File: src/hw/rtl/rts_pkg.sv
package rts_pkg;

    localparam int SEC_W    = 17;
    localparam int ACTIVE_W = 4;
    localparam int CFG_IDX_W = 2;

    localparam logic OP_TICK   = 1'b0;
    localparam logic OP_CREATE = 1'b1;

    localparam logic [CFG_IDX_W-1:0] CFG_ROUTINE_ENABLE = 2'd0;
    localparam logic [CFG_IDX_W-1:0] CFG_ROUTINE_START  = 2'd1;
    localparam logic [CFG_IDX_W-1:0] CFG_ROUTINE_STOP   = 2'd2;

    typedef enum logic [1:0] {
        ST_IDLE,
        ST_CREATE,
        ST_SCAN,
        ST_EMIT
    } t_state;

    typedef struct packed {
        logic [SEC_W-1:0] start;
        logic [SEC_W-1:0] delay;
        logic             action;
    } t_slot;

    typedef struct packed {
        logic             enable;
        logic [SEC_W-1:0] start_sec;
        logic [SEC_W-1:0] stop_sec;
    } t_routine;

    typedef struct packed {
        logic                relay_on;
        logic                timer_created;
        logic [ACTIVE_W-1:0] active_timers;
        logic                timer_expired;
    } t_result;

endpackage

File: src/hw/rtl/rts_slot_mem.sv
module rts_slot_mem #(
    parameter int TIMER_SLOTS = 10,
    parameter int IDXW        = 4
) (
    input  logic              i_clk,
    input  logic              i_we,
    input  logic [IDXW-1:0]   i_waddr,
    input  rts_pkg::t_slot    i_wdata,
    input  logic              i_re,
    input  logic [IDXW-1:0]   i_raddr,
    output rts_pkg::t_slot    o_rdata
);
    import rts_pkg::*;

    t_slot r_mem [TIMER_SLOTS];
    t_slot r_rdata;

    always_ff @(posedge i_clk) begin
        if (i_we) begin
            r_mem[i_waddr] <= i_wdata;
        end
    end

    always_ff @(posedge i_clk) begin
        if (i_re) begin
            r_rdata <= r_mem[i_raddr];
        end
    end

    assign o_rdata = r_rdata;

endmodule

File: src/hw/rtl/rts_seq.sv
module rts_seq #(
    parameter int TIMER_SLOTS = 10
) (
    input  logic                         i_clk,
    input  logic                         i_rst_n,
    input  logic                         i_in_valid,
    output logic                         o_in_stall,
    input  logic                         i_operation,
    input  logic [rts_pkg::SEC_W-1:0]    i_now_sec,
    input  logic [rts_pkg::SEC_W-1:0]    i_timer_delay,
    input  logic                         i_timer_action,
    input  rts_pkg::t_routine            i_routine,
    input  logic                         i_out_free,
    output logic                         o_emit,
    output rts_pkg::t_result             o_result
);
    import rts_pkg::*;

    localparam int IDXW = (TIMER_SLOTS > 1) ? $clog2(TIMER_SLOTS) : 1;
    localparam int CNTW = $clog2(TIMER_SLOTS + 1);

    t_state r_state, n_state;

    logic             r_op;
    logic [SEC_W-1:0] r_now;
    logic [SEC_W-1:0] r_delay;
    logic             r_action;

    logic [TIMER_SLOTS-1:0] r_live;
    logic [CNTW-1:0]        r_count;
    logic                   r_relay;
    logic                   r_created;
    logic                   r_expired;
    logic [CNTW-1:0]        r_rd_idx;
    logic                   r_chk_valid;
    logic [IDXW-1:0]        r_chk_idx;

    logic            accept;
    logic            do_create;
    logic            rd_en;
    logic            scan_last;
    logic            create_ok;
    logic            free_any;
    logic [IDXW-1:0] free_idx;
    logic            fire;
    logic [SEC_W:0]  elapsed;
    logic [CNTW+ACTIVE_W-1:0] cnt_ext;
    t_slot           wr_slot;
    t_slot           rd_slot;

    rts_slot_mem #(
        .TIMER_SLOTS (TIMER_SLOTS),
        .IDXW        (IDXW)
    ) u_slot_mem (
        .i_clk   (i_clk),
        .i_we    (do_create),
        .i_waddr (free_idx),
        .i_wdata (wr_slot),
        .i_re    (rd_en),
        .i_raddr (r_rd_idx[IDXW-1:0]),
        .o_rdata (rd_slot)
    );

    // The highest-numbered free slot takes a new timer.
    always_comb begin
        free_any = 1'b0;
        free_idx = '0;
        for (int k = 0; k < TIMER_SLOTS; k++) begin
            if (!r_live[k]) begin
                free_any = 1'b1;
                free_idx = IDXW'(k);
            end
        end
    end

    assign create_ok = (r_delay != '0) && (r_count < CNTW'(TIMER_SLOTS)) && free_any;

    assign wr_slot.start  = r_now;
    assign wr_slot.delay  = r_delay;
    assign wr_slot.action = r_action;

    // A start later than now means the elapsed time wrapped, which always fires.
    assign elapsed = {1'b0, r_now} - {1'b0, rd_slot.start};
    assign fire    = r_chk_valid && r_live[r_chk_idx]
                   && (elapsed[SEC_W] || (elapsed[SEC_W-1:0] >= rd_slot.delay));

    always_comb begin
        n_state = r_state;
        unique case (r_state)
            ST_IDLE: begin
                if (i_in_valid) begin
                    n_state = (i_operation == OP_CREATE) ? ST_CREATE : ST_SCAN;
                end
            end
            ST_CREATE: n_state = ST_EMIT;
            ST_SCAN: begin
                if (scan_last) begin
                    n_state = ST_EMIT;
                end
            end
            ST_EMIT: begin
                if (i_out_free) begin
                    n_state = ST_IDLE;
                end
            end
            default: n_state = ST_IDLE;
        endcase
    end

    always_comb begin
        o_in_stall = (r_state != ST_IDLE);
        accept     = (r_state == ST_IDLE) && i_in_valid;
        do_create  = (r_state == ST_CREATE) && create_ok;
        rd_en      = (r_state == ST_SCAN) && (r_rd_idx < CNTW'(TIMER_SLOTS));
        scan_last  = (r_state == ST_SCAN) && r_chk_valid
                   && (r_chk_idx == IDXW'(TIMER_SLOTS - 1));
        o_emit     = (r_state == ST_EMIT) && i_out_free;
    end

    always_ff @(posedge i_clk) begin
        if (!i_rst_n) begin
            r_state     <= ST_IDLE;
            r_live      <= '0;
            r_count     <= '0;
            r_relay     <= 1'b0;
            r_created   <= 1'b0;
            r_expired   <= 1'b0;
            r_rd_idx    <= '0;
            r_chk_valid <= 1'b0;
        end else begin
            r_state     <= n_state;
            r_chk_valid <= rd_en;
            if (accept) begin
                r_created <= 1'b0;
                r_expired <= 1'b0;
                r_rd_idx  <= '0;
                // The daily routine acts before any timer on a tick.
                if ((i_operation == OP_TICK) && i_routine.enable) begin
                    if (i_routine.start_sec == i_now_sec) begin
                        r_relay <= 1'b1;
                    end else if (i_routine.stop_sec == i_now_sec) begin
                        r_relay <= 1'b0;
                    end
                end
            end
            if (rd_en) begin
                r_rd_idx <= r_rd_idx + 1'b1;
            end
            if (do_create) begin
                r_live[free_idx] <= 1'b1;
                r_count          <= r_count + 1'b1;
                r_created        <= 1'b1;
            end
            if (fire) begin
                r_relay           <= rd_slot.action;
                r_live[r_chk_idx] <= 1'b0;
                r_count           <= r_count - 1'b1;
                r_expired         <= 1'b1;
            end
        end
    end

    always_ff @(posedge i_clk) begin
        r_chk_idx <= r_rd_idx[IDXW-1:0];
        if (accept) begin
            r_op     <= i_operation;
            r_now    <= i_now_sec;
            r_delay  <= i_timer_delay;
            r_action <= i_timer_action;
        end
    end

    assign cnt_ext = {{ACTIVE_W{1'b0}}, r_count};

    assign o_result.relay_on      = r_relay;
    assign o_result.timer_created = r_created && (r_op == OP_CREATE);
    assign o_result.active_timers = cnt_ext[ACTIVE_W-1:0];
    assign o_result.timer_expired = r_expired && (r_op == OP_TICK);

endmodule

File: src/hw/rtl/relay_timer_scheduler_core.sv
// Relay timer scheduler: one relay driven by a table of one-shot timers and a daily
// on/off routine.
// Input channel (i_in_valid / o_in_stall): one item per transfer, either a tick
// carrying the second of the day or a request to create a timer.
// Output channel (o_out_valid / i_out_stall): exactly one result per item, giving the
// relay level, whether a timer was created, the live timer count and whether any
// timer fired.
// Configuration channel (i_cfg_valid / o_cfg_ready): always ready; index 0 enables
// the routine, 1 and 2 set its start and stop seconds. Write only while idle.
// A create item passes through the create and emit states into the output register.
// A tick item walks the slot memory through its single read port, one slot a cycle,
// then passes through the emit state into the output register.
// One item is worked on at a time; the next item is taken as soon as the previous
// result sits in the output register, even if the receiver has not yet taken it.
// While the receiver stalls the result holds, and a finished item waits for the
// output register before it is handed over.
// Synchronous reset clears every timer, turns the relay off and clears the routine.
module relay_timer_scheduler_core #(
    parameter int TIMER_SLOTS = 10
) (
    input  logic                            i_clk,
    input  logic                            i_rst_n,
    input  logic                            i_in_valid,
    output logic                            o_in_stall,
    input  logic                            i_operation,
    input  logic [rts_pkg::SEC_W-1:0]       i_now_sec,
    input  logic [rts_pkg::SEC_W-1:0]       i_timer_delay,
    input  logic                            i_timer_action,
    output logic                            o_out_valid,
    input  logic                            i_out_stall,
    output logic                            o_relay_on,
    output logic                            o_timer_created,
    output logic [rts_pkg::ACTIVE_W-1:0]    o_active_timers,
    output logic                            o_timer_expired,
    input  logic                            i_cfg_valid,
    output logic                            o_cfg_ready,
    input  logic [rts_pkg::CFG_IDX_W-1:0]   i_cfg_index,
    input  logic [rts_pkg::SEC_W-1:0]       i_cfg_data
);
    import rts_pkg::*;

    t_routine r_routine;
    logic     r_out_valid;
    t_result  r_out;
    logic     out_free;
    logic     emit;
    t_result  result;

    assign o_cfg_ready = 1'b1;

    always_ff @(posedge i_clk) begin
        if (!i_rst_n) begin
            r_routine <= '0;
        end else if (i_cfg_valid) begin
            unique case (i_cfg_index)
                CFG_ROUTINE_ENABLE: r_routine.enable    <= i_cfg_data[0];
                CFG_ROUTINE_START:  r_routine.start_sec <= i_cfg_data;
                CFG_ROUTINE_STOP:   r_routine.stop_sec  <= i_cfg_data;
                default: ;
            endcase
        end
    end

    rts_seq #(
        .TIMER_SLOTS (TIMER_SLOTS)
    ) u_seq (
        .i_clk          (i_clk),
        .i_rst_n        (i_rst_n),
        .i_in_valid     (i_in_valid),
        .o_in_stall     (o_in_stall),
        .i_operation    (i_operation),
        .i_now_sec      (i_now_sec),
        .i_timer_delay  (i_timer_delay),
        .i_timer_action (i_timer_action),
        .i_routine      (r_routine),
        .i_out_free     (out_free),
        .o_emit         (emit),
        .o_result       (result)
    );

    // The output register is free when empty or when its result is being taken.
    assign out_free = !r_out_valid || !i_out_stall;

    always_ff @(posedge i_clk) begin
        if (!i_rst_n) begin
            r_out_valid <= 1'b0;
        end else if (emit) begin
            r_out_valid <= 1'b1;
        end else if (!i_out_stall) begin
            r_out_valid <= 1'b0;
        end
    end

    always_ff @(posedge i_clk) begin
        if (emit) begin
            r_out <= result;
        end
    end

    assign o_out_valid     = r_out_valid;
    assign o_relay_on      = r_out.relay_on;
    assign o_timer_created = r_out.timer_created;
    assign o_active_timers = r_out.active_timers;
    assign o_timer_expired = r_out.timer_expired;

endmodule

File: config.mk
export PLATFORM = sky130hd
export DESIGN_NAME = relay_timer_scheduler_core
export DESIGN_NICKNAME = d
export VERILOG_FILES = /design/src/hw/rtl/rts_pkg.sv /design/src/hw/rtl/rts_slot_mem.sv /design/src/hw/rtl/rts_seq.sv /design/src/hw/rtl/relay_timer_scheduler_core.sv
export SDC_FILE = /design/constraint.sdc
export NUM_CORES = 1
export LEC_CHECK = 0
export BUFFER_PORTS_ARGS = -buffer_cell sky130_fd_sc_hd__buf_2
export CAP_MARGIN = 20
export CORE_AREA = 2 2 262 264
export CTS_CLUSTER_DIAMETER = 150
export CTS_CLUSTER_SIZE = 10
export DETAILED_ROUTE_END_ITERATION = 7
export DIE_AREA = 0 0 264 266
export PLACE_DENSITY = 0.45
export SLEW_MARGIN = 0
export SYNTH_ARGS = -nofsm -noshare
export SYNTH_HDL_FRONTEND = slang
export SYNTH_SLANG_ARGS = --single-unit
File: constraint.sdc
create_clock -name i_clk -period 5.6 [get_ports i_clk]
set_clock_uncertainty 0.05 [all_clocks]
set_input_delay 0.28 -clock i_clk [delete_from_list [all_inputs] [get_ports i_clk]]
set_output_delay 0.28 -clock i_clk [all_outputs]
set_load 0.005 [all_outputs]
== Word level (Yosys, flattened, before mapping) ==
Memories as Yosys holds them, arrays and structs flattened. A register that Yosys moved wholly into a read port is not among the register bits.
Cells that the tools add are included.

* Add/sub/neg operators: 4
* Multiply operators: 0
* Div/mod/pow operators: 0
* Magnitude comparators: 7
* Equal/unequal tests: 12
* Shifts and indexed selects: 0
* Multiplexer cells: 49
* Bitwise gates (word level): 5
* Reduce and logical (&&, ||, !) cells: 34

{| class="wikitable"
|+ Operators by type and width
! operator !! number
|-
| $eq 17x17->1 || 2
|-
| $mux 10 || 3
|-
| $mux 1 || 26
|-
| $mux 4 || 6
|-
| $sub 17x17->18 || 1
|-
| $ge 17x17->1 || 1
|-
| $reduce_bool 17->1 || 1
|-
| $logic_and 1x1->1 || 15
|-
| $mux 2 || 6
|-
| $mux 3 || 4
|-
| $reduce_bool 2->1 || 6
|-
| $and 10x10->10 || 1
|-
| $lt 4x5->1 const B || 2
|-
| $not 10->10 || 1
|-
| $or 10x10->10 || 1
|-
| $add 4x1->4 const B || 2
|-
| $demux 1 s4 || 2
|-
| $ge 4x1->1 const B || 2
|-
| $lt 4x4->1 const B || 2
|-
| $pmux 2 s4 || 1
|-
| $eq 2x2->1 const B || 3
|-
| $ne 2x1->1 const B || 3
|-
| $reduce_and 2->1 || 3
|-
| $reduce_and 3->1 || 2
|-
| other kinds (10) || 15
|}

* Flip-flop bits (word level): 107
* Bits in latches: 0
* RAM bits: 350
* Memory bits (read-only): 0
* Input port bits: 60
* Output and inout bits: 10
* Word-level logic and storage cells: 133
* Memories: 1

{| class="wikitable"
|+ Memory list
! name !! depth !! width !! rd ports !! clocked after Yosys merged registers in !! write ports !! RTL line !! text
|-
| u_seq.u_slot_mem.r_mem || 10 || 35 || 1 || 1 || 1 || rts_slot_mem.sv:15 || <nowiki>t_slot r_mem [TIMER_SLOTS];</nowiki>
|}

== Depth between registers and ports, before layout ==
* Depth in word-level cells: 18
* Gate-level depth with buffers: 24
* Gate-level depth less buffers: 23

== Hierarchy ==
A second synthesis with hierarchy kept.

* Cell total of the unflattened synthesis: 1,346
* Area, all modules: 20,596.0 µm²

{| class="wikitable"
|+ By module, submodules not included
! module !! instances !! cells each !! area each (µm²) !! sequential area each (µm²)
|-
| rts_slot_mem || 1 || 762 || 14,790.4 || 11,561.1
|-
| rts_seq || 1 || 436 || 4,199.0 || 1,641.6
|-
| relay_timer_scheduler_core || 1 || 148 || 1,606.5 || 930.9
|}

== Worst setup path before layout ==
Ideal clock, no wire load.

* Path kind: reg-to-reg
* Start point: register u_seq.r_now[4]
* End point: register u_seq.r_count[3]
* Library setup time: 0.072 ns
* Data arrival time: 4.511 ns
* Data required time: 5.478 ns
* Setup slack: 0.968 ns
* Cell stages (with the launch flop): 21
* Path buffers: 1
* Clock period less this slack: 4.632 ns
* Path through: edfxtp_1 -> ha_1 -> a21oi_2 -> nand2_1 -> a41oi_2 -> o21ai_2 -> a2111o_1 -> a311o_1 -> a21oi_2 -> xnor2_1 -> ha_1 -> and4_1 -> a221oi_1 -> a31oi_4 -> buf_6 -> ha_1 -> a21o_1 -> a21oi_1 -> nor4_1 -> mux2i_1 -> mux2i_1

* Word-level cells in the longest chain between the ends: 5
* Elaborated cells between the ends (all ways): 6
* Those cells by class: add/sub: 1; order compare: 1; mux: 1; reduce/logical: 3

{| class="wikitable"
|+ RTL lines
! element !! RTL line !! text
|-
| start, declared || rts_seq.sv:25 || <nowiki>logic [SEC_W-1:0] r_now;</nowiki>
|-
| start signal, assigned || rts_seq.sv:167 || <nowiki>r_now <= i_now_sec;</nowiki>
|-
| $sub 17x17->18 * || rts_seq.sv:83 || <nowiki>assign elapsed = {1'b0, r_now} - {1'b0, rd_slot.start};</nowiki>
|-
| $ge 17x17->1 || rts_seq.sv:85 || <nowiki>&& (elapsed[SEC_W] || (elapsed[SEC_W-1:0] >= rd_slot.delay));</nowiki>
|-
| $logic_or 1x1->1 * || rts_seq.sv:85 ||
|-
| $logic_and 1x1->1 * || rts_seq.sv:85 ||
|-
| named net u_seq.fire || rts_seq.sv:45 || <nowiki>logic fire;</nowiki>
|-
| $mux 4 / $reduce_bool 2->1 (equally long branches) || n/a ||
|-
| end signal, assigned || rts_seq.sv:151 || <nowiki>r_count <= r_count + 1'b1;</nowiki>
|-
| end signal, assigned || rts_seq.sv:157 || <nowiki>r_count <= r_count - 1'b1;</nowiki>
|-
| end, declared || rts_seq.sv:30 || <nowiki>logic [CNTW-1:0] r_count;</nowiki>
|}

The timed path passes the listed nets; every way through them passes the cells marked *.
A chain may end at the register's enable or synchronous reset.

== Final worst setup path ==
* Start point: register u_seq.r_now[4]
* End point: register u_seq.r_count[3]

* Word-level cells in the longest chain between the ends: 5
* Elaborated cells between the ends (all ways): 6
* Those cells by class: add/sub: 1; order compare: 1; mux: 1; reduce/logical: 3

{| class="wikitable"
|+ RTL lines
! element !! RTL line
|-
| $sub 17x17->18 * || rts_seq.sv:83
|-
| $ge 17x17->1 || rts_seq.sv:85
|-
| $logic_or 1x1->1 * || rts_seq.sv:85
|-
| $logic_and 1x1->1 * || rts_seq.sv:85
|-
| $mux 4 / $reduce_bool 2->1 (equally long branches) || n/a
|}

Every way passes the cells marked *; elsewhere a longest branch is shown, timed or not.

==> insert_results.sql <==
INSERT INTO impl_metrics (metric_group, metric, value, unit) VALUES
('floorplanning', 'die_area', '0.0702', 'sq mm'),
('final_layout', 'insertedDiodeCount', '0', ''),
('worst_hold_path', 'hold_path_depth', '4', ''),
('final_layout', 'area_of_the_multi_input_gates', '0.00560', 'sq mm'),
('logic_synthesis', 'synth-async-reset-ratio', '0', ''),
('final_layout', 'finalNonFillerCells', '2286', ''),
('power', 'pwr-share-clk', '0.345', ''),
('setup_path', 'timing.critical_path.fanout_max', '14', ''),
('setup_path', 'r2r_cell_count', '20', ''),
('clock_tree', 'cts_made_buffers', '55', ''),
('floorplanning', 'fp-row-count', '96', ''),
('placement', 'dp.cells', '2152', ''),
('logic_synthesis', 'synth_top_area_frac', '0.640', ''),
('final_layout', 'nFillCells', '6508', ''),
('logic_synthesis', 'yosysUniqueCellTypes', '62', ''),
('sta', 'hold_viol', '0', ''),
('logic_synthesis', 'synth.avg_cell_area', '16.3', 'sq um'),
('sta', 'setup_slack', '0.493', 'ns'),
('drt', 'first_iter_violations', '698', ''),
('final_layout', 'regArea', '0.0141', 'sq mm'),
('drt', 'routedWlPerCell', '20.8', 'um'),
('final_layout', 'number_of_nets_in_the_layout', '1485', ''),
('power', 'p_leak', '7.77', 'nW'),
('sta', 'setup_viol_count_final', '0', ''),
('sta', 'worst_slew_margin_rel', '0.305', ''),
('final_layout', 'layout-area-overhead-vs-synth', '17.6', '%'),
('setup_path', 'critPathArrivalTime', '5.58', 'ns'),
('clock_tree', 'cts_max_path_buffers', '3', ''),
('drt', 'avgViaCountPerCell', '4.75', ''),
('grt', 'first_global_vias', '11400', ''),
('drt', 'drt-pass1-iter-count', '5', ''),
('logic_synthesis', 'syn_area', '0.0201', 'sq mm'),
('clock_tree', 'clock_latency', '0.59', 'ns'),
('final_layout', 'design_area', '0.0236', 'sq mm'),
('logic_synthesis', 'synth_area_leaders', 'edfxtp_1 (64%), mux4_2 (8.1%), dfxtp_1 (6.4%)', ''),
('sta', 'min_period', '5.11', 'ns'),
('sta', 'tightestPinTransition', '1.04', 'ns'),
('power', 'reg_power_frac', '0.502', ''),
('worst_hold_path', 'holdCritPathClass', 'in2reg', ''),
('floorplanning', 'fp.coreArea', '0.0677', 'sq mm'),
('logic_synthesis', 'post_synth_inst_count', '1230', ''),
('logic_synthesis', 'most_frequent_cell_after_synthesis', 'edfxtp_1', ''),
('clock_tree', 'cts_root_buffer', 'clkbuf_16', ''),
('setup_path', 'cp-start-kind', 'register', ''),
('placement', 'place_area', '0.0216', 'sq mm'),
('power', 'power_report.internal_total', '6.81', 'mW'),
('logic_synthesis', 'synth_sequential_area_ratio', '0.704', ''),
('logic_synthesis', 'synthFlopType', 'edfxtp_1', ''),
('logic_synthesis', 'ys_ff_latch', '492', ''),
('clock_tree', 'tritoncts_clock_tree', 'built', ''),
('drt', 'detail_route.drc_violations', '0', ''),
('logic_synthesis', 'yosysWarningCount', '0', ''),
('setup_path', 'critPathKind', 'reg2reg', ''),
('grt', 'largest_net_degree_at_the_start_of_global_routing', '73', ''),
('grt', 'global_route.overflow_total', '0', ''),
('power', 'ir_worst_vdd', '0.000241', 'V'),
('drt', 'drt.antenna.violating_nets', '0', ''),
('outcome', 'status', 'finished clean', ''),
('placement', 'dp_hpwl', '26300', 'um'),
('drt', 'routed-via-count', '10900', ''),
('clock_tree', 'ctsHtreeMaxLevel', '2', ''),
('floorplanning', 'die_width', '264', 'um'),
('power', 'p_switching', '2.39', 'mW'),
('power', 'combPwrFrac', '0.154', ''),
('final_layout', 'final_layout_size_suffix_gt1_frac', '0.180', ''),
('floorplanning', 'die_height', '266', 'um'),
('floorplanning', 'start_util', '0.296', ''),
('power', 'swShare', '0.260', ''),
('drt', 'wirelength_routed', '47500', 'um'),
('placement', 'place_congestion', '0.752', ''),
('floorplanning', 'floorplan.io_pins', '70', '');
==> routing by layer <==
layer | track usage | part of all wire | vias to the layer above
li1 | - | - | 5038
met1 | 0.181 | 0.46 | 5597
met2 | 0.230 | 0.49 | 169
met3 | 0.0225 | 0.033 | 60
met4 | 0.0322 | 0.017 | 0
met5 | 0 | 0 | -
==> sequential cells by signal (all words and copies together), names as in the netlist <==
name                      count
u_seq.r_count                 4
o_timer_created               1
u_seq.r_action                1
u_seq.r_chk_valid             1
u_seq.r_now                  17
u_seq.r_state                 2
u_seq.u_slot_mem.r_mem      350
u_seq.r_rd_idx                4
u_seq.r_relay                 1
r_routine                    35
o_timer_expired               1
o_out_valid                   1
u_seq.r_chk_idx               4
u_seq.r_delay                17
o_active_timers               4
u_seq.r_op                    1
u_seq.r_live                 10
o_relay_on                    1
u_seq.r_expired               1
u_seq.r_created               1
u_seq.u_slot_mem.o_rdata     35
==> layout make-up <==
type	instances	share of cell area
clock buffers	77	0.0627
clock inverters	3	0.00143
inverters	50	0.00795
multi-input cells	637	0.237
flip-flops and latches	492	0.599
well taps	882	0.0467
repair buffers	145	0.0452
==> cell families after synthesis <==
kind of cell               share of synthesized area
AOI/OAI and AO/OA                             0.0683
xor gates and xnor gates                      0.0205
adders and majority gates                     0.0282
buffers and inverters                         0.0203
DFF                                            0.704
muxes                                          0.102
other                                       0.000187
and+or+nand+nor                               0.0567
==> metrics by stage <==
step,utilization,power [mW],hold WS (ns)
floorplan,-,5.63,0.279
global placement,0.318,6.10,0.407
detailed placement,0.318,6.11,0.408
CTS,0.349,9.35,0.0245
global route,0.349,9.66,0.0741
finish,0.349,9.20,0.0696
==> critical path: stages (launching register included) <==
cell and delay, ns:
edfxtp_1 0.53, ha_1 0.41, a21oi_2 0.16, nand2_1 0.07
a41oi_2 0.26, o21ai_2 0.14, a2111o_1 0.47, a311o_1 0.30
a21oi_2 0.16, xnor2_1 0.13, ha_1 0.28, a21oi_1 0.14
nand2_1 0.07, a221oi_1 0.50, a31oi_4 0.18, buf_4 0.24
ha_1 0.32, a21oi_1 0.18, nor4_1 0.06, mux2i_1 0.19
mux2i_1 0.19
==> worst paths after layout <==
| path | start | to | slack, ns |
|---|---|---|---|
| worst min register to register | r_routine[33] | r_routine[33] | 0.42 |
| worst max-delay path | u_seq.r_now[4] | u_seq.r_count[3] | 0.49 |
| worst max register to register | u_seq.r_now[4] | u_seq.r_count[3] | 0.49 |
| worst min-delay path | i_in_valid | u_seq.r_state[1] | 0.07 |
==> power by group through the flow <==
stage	Combinational [mW]	Clock, mW	Sequential [mW]
finish	1.41	3.17	4.61
global route	1.59	3.41	4.66
detailed placement	1.41	0	4.70
global placement	1.41	0	4.69
floorplan	1.05	0	4.58
CTS	1.45	3.27	4.62
==> placed cells by master (no fill, tap or decap), drive strengths merged, types with 4 or more instances in the layout <==
master,synthesis,layout
a211oi,40,40
a21boi,34,34
a21oi,72,72
and2,4,4
buf,16,91
clkbuf,35,77
dfxtp,64,64
dlygate4sd3,0,54
edfxtp,428,428
ha,42,42
inv,49,51
mux2i,42,42
mux4,72,72
nand2,93,93
nand2b,4,4
nand3,14,14
nand4,5,5
nor2,26,26
nor2b,46,46
nor3,6,6
nor3b,8,8
nor4,13,13
o21a,5,5
o21ai,24,24
xnor2,17,17
xor2,30,30
==> what timing repair did <==
action	in CTS	in global routing
hold buffers	54	0
setup buffers	0	0
endpoints found under the hold margin	73	0
Power figures use the tool's default switching activity.
